File: src/tapvc_pkg.sv
package tapvc_pkg;

  localparam int ACCUM_WIDTH = 48;

  localparam int POS_W     = 32;
  localparam int ROT_W     = 16;
  localparam int GAIN_W    = 16;
  localparam int ERR_W     = POS_W + 1;
  localparam int DIFF_W    = POS_W + 2;
  localparam int LIMIT_W   = 32;
  localparam int CFG_IDX_W = 3;
  localparam int CFG_DAT_W = 32;

  localparam int LO_W      = 32;
  localparam int HI_W      = ACCUM_WIDTH - LO_W;
  localparam int LO_P_W    = LO_W + GAIN_W;
  localparam int HI_P_W    = HI_W + GAIN_W;
  localparam int PROD_W    = ACCUM_WIDTH + GAIN_W;
  localparam int FRAC_GAIN = 12;
  localparam int MAG_W     = 51;
  localparam int PSUM_W    = (PROD_W + 1 > MAG_W + FRAC_GAIN) ? PROD_W + 1 : MAG_W + FRAC_GAIN;
  localparam int RND_W     = PSUM_W - FRAC_GAIN;
  localparam int TERM_W    = MAG_W + 2;
  localparam int VW_W      = 40;

  localparam int MUL_A_W   = VW_W + 1;
  localparam int MUL_B_W   = 25;
  localparam int MUL_P_W   = MUL_A_W + MUL_B_W;

  localparam int SQ_W      = 48;
  localparam int DIST_W    = SQ_W + 2;
  localparam int FRAC_ROT  = 14;
  localparam int ROT_SUM_W = VW_W + ROT_W + 1;
  localparam int Q_W       = ROT_SUM_W - FRAC_ROT;

  localparam logic [PSUM_W-1:0]       ROUND_GAIN = PSUM_W'(2048);
  localparam logic [ROT_SUM_W-1:0]    ROUND_ROT  = ROT_SUM_W'(8192);
  localparam logic [MAG_W-1:0]        TERM_LIMIT = {1'b1, {(MAG_W-1){1'b0}}};
  localparam logic signed [ERR_W-1:0] NEAR_LIMIT = ERR_W'(33'sd16777216);

  localparam logic signed [POS_W-1:0] GOAL_X_RST = '0;
  localparam logic signed [POS_W-1:0] GOAL_Y_RST = '0;
  localparam logic signed [POS_W-1:0] GOAL_Z_RST = POS_W'(98304);
  localparam logic [GAIN_W-1:0]       KP_XY_RST  = GAIN_W'(410);
  localparam logic [GAIN_W-1:0]       KP_Z_RST   = GAIN_W'(1229);
  localparam logic [GAIN_W-1:0]       KI_RST     = '0;
  localparam logic [GAIN_W-1:0]       KD_RST     = GAIN_W'(2048);
  localparam logic [LIMIT_W-1:0]      REACH_RST  = LIMIT_W'(655);

  localparam logic [1:0] AXIS_LAST = 2'd2;
  localparam logic [2:0] MUL_LAST  = 3'd6;
  localparam logic [2:0] TAIL_LAST = 3'd1;

  typedef enum logic [CFG_IDX_W-1:0] {
    REG_GOAL_X,
    REG_GOAL_Y,
    REG_GOAL_Z,
    REG_KP_XY,
    REG_KP_Z,
    REG_KI_ALL,
    REG_KD_ALL,
    REG_REACH_LIMIT_SQ
  } cfg_reg_t;

  typedef enum logic [3:0] {
    OP_NONE,
    OP_LOAD,
    OP_ERR,
    OP_PLO,
    OP_PHI,
    OP_ILO,
    OP_IHI,
    OP_DLO,
    OP_DHI,
    OP_SQ,
    OP_VW,
    OP_ROT,
    OP_PUB
  } dp_op_t;

  typedef enum logic [2:0] {
    MT_NONE,
    MT_LO,
    MT_HI,
    MT_SQ,
    MT_ROT
  } mul_tag_t;

  typedef enum logic [2:0] {
    S_IDLE,
    S_ERR,
    S_MUL,
    S_WAIT,
    S_VW,
    S_ROT,
    S_TAIL,
    S_PUB
  } ctrl_state_t;

  typedef struct packed {
    dp_op_t     op;
    logic [1:0] axis;
    logic [1:0] col;
    logic       first;
    logic       last;
  } dp_cmd_t;

  typedef struct packed {
    logic signed [POS_W-1:0] pos_x;
    logic signed [POS_W-1:0] pos_y;
    logic signed [POS_W-1:0] pos_z;
    logic signed [ROT_W-1:0] rot_00;
    logic signed [ROT_W-1:0] rot_01;
    logic signed [ROT_W-1:0] rot_02;
    logic signed [ROT_W-1:0] rot_10;
    logic signed [ROT_W-1:0] rot_11;
    logic signed [ROT_W-1:0] rot_12;
    logic signed [ROT_W-1:0] rot_20;
    logic signed [ROT_W-1:0] rot_21;
    logic signed [ROT_W-1:0] rot_22;
  } pose_t;

  typedef struct packed {
    logic signed [POS_W-1:0] vel_x;
    logic signed [POS_W-1:0] vel_y;
    logic signed [POS_W-1:0] vel_z;
    logic                    at_goal;
  } vel_t;

endpackage

File: src/tapvc_ctrl.sv
module tapvc_ctrl (
  input  logic               clk,
  input  logic               rst,
  input  logic               in_valid,
  output logic               in_ready,
  output logic               out_valid,
  input  logic               out_ready,
  output tapvc_pkg::dp_cmd_t cmd
);
  import tapvc_pkg::*;

  ctrl_state_t state, state_next;
  logic [2:0]  cnt, cnt_next;
  logic [1:0]  axis, axis_next;
  logic [1:0]  col, col_next;
  logic        out_valid_next;
  logic        pub_go;

  assign pub_go = (state == S_PUB) && (!out_valid || out_ready);

  always_comb begin
    state_next = state;
    cnt_next   = cnt;
    axis_next  = axis;
    col_next   = col;
    case (state)
      S_IDLE: begin
        if (in_valid) begin
          state_next = S_ERR;
          axis_next  = '0;
        end
      end
      S_ERR: begin
        state_next = S_MUL;
        cnt_next   = '0;
      end
      S_MUL: begin
        if (cnt == MUL_LAST) begin
          state_next = S_WAIT;
        end else begin
          cnt_next = cnt + 3'd1;
        end
      end
      S_WAIT: state_next = S_VW;
      S_VW: begin
        if (axis == AXIS_LAST) begin
          state_next = S_ROT;
          axis_next  = '0;
          col_next   = '0;
        end else begin
          state_next = S_ERR;
          axis_next  = axis + 2'd1;
        end
      end
      S_ROT: begin
        if (axis == AXIS_LAST) begin
          axis_next = '0;
          if (col == AXIS_LAST) begin
            state_next = S_TAIL;
            cnt_next   = '0;
          end else begin
            col_next = col + 2'd1;
          end
        end else begin
          axis_next = axis + 2'd1;
        end
      end
      S_TAIL: begin
        if (cnt == TAIL_LAST) begin
          state_next = S_PUB;
        end else begin
          cnt_next = cnt + 3'd1;
        end
      end
      S_PUB: begin
        if (pub_go) begin
          state_next = S_IDLE;
        end
      end
      default: state_next = S_IDLE;
    endcase
  end

  always_comb begin
    if (pub_go) begin
      out_valid_next = 1'b1;
    end else if (out_valid && out_ready) begin
      out_valid_next = 1'b0;
    end else begin
      out_valid_next = out_valid;
    end
  end

  always_comb begin
    in_ready  = (state == S_IDLE);
    cmd.op    = OP_NONE;
    cmd.axis  = axis;
    cmd.col   = col;
    cmd.first = (axis == '0);
    cmd.last  = (axis == AXIS_LAST);
    case (state)
      S_IDLE: cmd.op = in_valid ? OP_LOAD : OP_NONE;
      S_ERR:  cmd.op = OP_ERR;
      S_MUL: begin
        case (cnt)
          3'd0:    cmd.op = OP_PLO;
          3'd1:    cmd.op = OP_PHI;
          3'd2:    cmd.op = OP_ILO;
          3'd3:    cmd.op = OP_IHI;
          3'd4:    cmd.op = OP_DLO;
          3'd5:    cmd.op = OP_DHI;
          default: cmd.op = OP_SQ;
        endcase
      end
      S_VW:   cmd.op = OP_VW;
      S_ROT:  cmd.op = OP_ROT;
      S_PUB:  cmd.op = pub_go ? OP_PUB : OP_NONE;
      default: cmd.op = OP_NONE;
    endcase
  end

  always_ff @(posedge clk) begin
    if (rst) begin
      state     <= S_IDLE;
      cnt       <= '0;
      axis      <= '0;
      col       <= '0;
      out_valid <= 1'b0;
    end else begin
      state     <= state_next;
      cnt       <= cnt_next;
      axis      <= axis_next;
      col       <= col_next;
      out_valid <= out_valid_next;
    end
  end

endmodule

File: config.mk
export PLATFORM = sky130hd
export DESIGN_NAME = tapvc_ctrl
export DESIGN_NICKNAME = d
export VERILOG_FILES = /design/src/tapvc_pkg.sv /design/src/tapvc_ctrl.sv
export SDC_FILE = /design/constraint.sdc
export NUM_CORES = 1
export LEC_CHECK = 0
export ABC_AREA = 1
export BUFFER_PORTS_ARGS = -buffer_cell sky130_fd_sc_hd__buf_2
export CELL_PAD_IN_SITES_DETAIL_PLACEMENT = 0
export CELL_PAD_IN_SITES_GLOBAL_PLACEMENT = 1
export CORE_MARGIN = 3
export CORE_UTILIZATION = 39
export CTS_BUF_LIST = sky130_fd_sc_hd__clkbuf_4 sky130_fd_sc_hd__clkbuf_8 sky130_fd_sc_hd__clkbuf_16
export CTS_CLUSTER_SIZE = 28
export DETAILED_ROUTE_END_ITERATION = 8
export PLACE_DENSITY = 0.88
export SLEW_MARGIN = 25
export SYNTH_ARGS = -nofsm -noshare
export SYNTH_HDL_FRONTEND = slang
export SYNTH_SLANG_ARGS = --single-unit
File: constraint.sdc
create_clock -name clk -period 2.7 [get_ports clk]
set_input_delay 0 -clock clk [delete_from_list [all_inputs] [get_ports clk]]
set_output_delay 0 -clock clk [all_outputs]
set_load 0.005 [all_outputs]
==> impl_metrics.py <==
metrics = {
    "timing": {
        "setup_viol": 0,
        "finalHoldViolCount": 0,
        "whs_ns": 0.0172,
        "drv_slew": 0,
        "period_share_pct": 61.7,
        "fmax_ghz": 0.601,
        "rsz0062_at_grt": "no",
        "finalSetupTns_ns": 0,
        "slew_headroom_pct": 73.0,
        "tightestPinTransition_ns": 0.404,
        "fin_worst_skew_ns": 0.000671,
        "fin_crit_ns": 1.67,
    },
    "power": {
        "p_sw_uw": 532,
        "swShare_pct": 50.2,
        "p_clk_share_pct": 11.5,
        "leakagePower_nw": 0.514,
        "p_per_area_nw_per_um2": 1070,
        "ir_drop_uv": 456,
        "cellInternalPower_uw": 529,
        "pwr-share-comb_pct": 59.1,
        "p_seq_share_pct": 29.4,
    },
    "detailed_routing": {
        "drt_iter0_drc": 16,
        "wl_per_cell_um": 10.1,
        "postRouteAntennaNets": 0,
        "drc": 0,
        "avgViaCountPerCell": 4.66,
        "via_count": 867,
        "wl_um": 1880,
        "firstDrtPassIters": 4,
    },
    "flow_run": {
        "max-cap-violations": 0,
    },
    "synthesis": {
        "syn_area_per_cell_um2": 6.09,
        "post_synth_inst_count": 141,
        "synth.distinct_cells": 20,
        "syn_nets": 151,
        "ys_warn_count": 0,
        "synth_area_um2": 858,
        "ys_ff_latch": 11,
        "synth-edff-count": 0,
        "synth-async-reset-ratio_pct": 0,
        "synthFlopType": "dfxtp_1",
        "seq_area_frac_synth_pct": 25.7,
    },
    "clocking": {
        "clkSinkCount": 11,
        "cts_resized": 0,
        "htree_levels": 1,
        "cts.path.max_buffers": 2,
        "cts_buffers": 3,
        "cts_tree": "yes",
        "root_buffer": "clkbuf_4",
        "clk_pin_slew_ns": 0.07,
        "clk_latency_ns": 0.27,
    },
    "global_route": {
        "grt_overflow_total": 0,
        "track_usage_pct": 15.6,
        "grt_pass1_vias": 819,
        "grt_pass1_wl_um": 3260,
        "antenna_found_initial": 0,
        "grt_max_degree": 11,
    },
    "place": {
        "port_buffers": 15,
        "detailed_place_hpwl_um": 1490,
        "dpl.cell_count": 181,
        "gp_congestion": 0.791,
    },
    "floorplanning": {
        "fp.dieH_um": 52.9,
        "start_util_pct": 42.5,
        "dieArea_um2": 2800,
        "rows": 16,
        "core_um2": 2020,
        "die_w_um": 52.9,
        "ios": 16,
    },
    "status": {
        "status": "complete, no violations",
    },
    "finish": {
        "antenna_cells": 0,
        "syn_to_final_growth_pct": 15.2,
        "final_common_cell": "nand2_1",
        "fin_nets": 170,
        "layout.cells.non_filler": 186,
        "layout_common_cells": "nand2_1, nor2_1, inv_1, buf_2, nand3_1",
        "layout-drive-gt1-share_pct": 24.5,
    },
    "worst_setup_path": {
        "setup.worst_path.start_class": "flop",
        "endpoint_kind": "output pin",
        "max_stage_delay_ns": 0.39,
        "path_cells": "inv_1 -> ha_1 -> inv_1 -> o21ai_0 -> o21ai_0 -> nand3_1 -> buf_2",
        "path_buf_inv": 3,
        "critPathMaxFanout": 4,
        "worstPathArrival_ns": 1.67,
        "worstSetupPathType": "flop to output pin",
        "crit_slowest_cell": "dfxtp_1",
        "cp_data_required_time_ns": 2.70,
        "worst_path_dominant_cell_family": "flip-flops",
    },
    "hold_path": {
        "hp-class": "primary input to flop",
    },
}
[worst paths after layout]
kind / from / to / slack (ns) / cells after the start
hold / removal: out_ready / out_valid$_SDFFE_PP0P_ / 0.02 / 4
setup reg to reg: cnt[0]$_SDFFE_PP0P_ / cnt[2]$_SDFFE_PP0P_ / 1.30 / 6
setup / recovery: cnt[0]$_SDFFE_PP0P_ / cmd[6] / 1.03 / 7
hold reg to reg: col[1]$_SDFFE_PP0P_ / col[1]$_SDFFE_PP0P_ / 0.48 / 2
[cell type report]
class | count | area [um2]
flip-flops and latches | 11 | 220
multi-input cells | 105 | 533
well taps | 27 | 33.8
repair buffers | 16 | 85.1
fillers | 209 | 1030
clock buffers | 4 | 30.0
inverters | 23 | 86.3
[worst register-to-register path, delay by kind of cell (launching register included)]
kind / cells / cell delay (ns)
adder cells (fa/ha/maj): 2 / 0.49
AND/OR/NAND/NOR: 4 / 0.50
flip-flops: 1 / 0.34
[power groups by stage]
| stage | clock, mW | combinational, mW | sequential, mW |
|---|---|---|---|
| finish | 0.122 | 0.627 | 0.312 |
| global route | 0.135 | 0.727 | 0.324 |
| CTS | 0.126 | 0.632 | 0.312 |
| detailed placement | 0 | 0.625 | 0.315 |
| global placement | 0 | 0.618 | 0.310 |
| floorplan | 0 | 0.519 | 0.266 |
[per-layer routing]
layer	wire length [um]	global-route usage, %	vias up
met2	822	26.7	23
li1	-	-	478
met3	101	1.69	4
met5	0	0	-
met4	28	7.66	0
met1	926	19.3	362
[synth_stat cells (4+ instances only)]
| library cell | n | area [um2] |
|---|---|---|
| inv_2 | 7 | 26.3 |
| o21ai_0 | 8 | 40.0 |
| nand2_2 | 6 | 37.5 |
| nand2_1 | 33 | 124 |
| a21oi_1 | 7 | 35.0 |
| nor2_2 | 4 | 25.0 |
| dfxtp_1 | 11 | 220 |
| nor2_1 | 23 | 86.3 |
| nand3_1 | 12 | 60.1 |
| inv_1 | 15 | 56.3 |
| ha_1 | 6 | 75.1 |
[cell families (layout without fill, tap and decap cells)]
| group | Yosys count | count (layout) | synth area share [%] |
|---|---|---|---|
| compound gates | 19 | 19 | 13.0 |
| fa+ha+maj | 6 | 6 | 8.75 |
| buf+inv | 25 | 43 | 12.2 |
| flops | 11 | 11 | 25.7 |
| simple gates | 80 | 80 | 40.4 |
[sequential cells by signal (all words and copies together), names as in the netlist]
signal,count
state,3
axis,2
cnt,3
col,2
out_valid,1
[through the flow]
step	cell area, um2	utilization [%]	power (mW)	worst slack, ns
finish	988	48.9	1.06	1.03
global route	988	48.9	1.19	0.906
CTS	988	48.9	1.07	1.04
detailed placement	948	46.9	0.941	1.32
global placement	948	46.9	0.929	1.37
floorplan	858	-	0.785	1.40
[what timing repair did]
action                    4_1_cts  5_1_grt
hold endpoints to repair        2        0
hold buffers                    1        0
buffers inserted                0        0
Power figures use the tool's default switching activity.
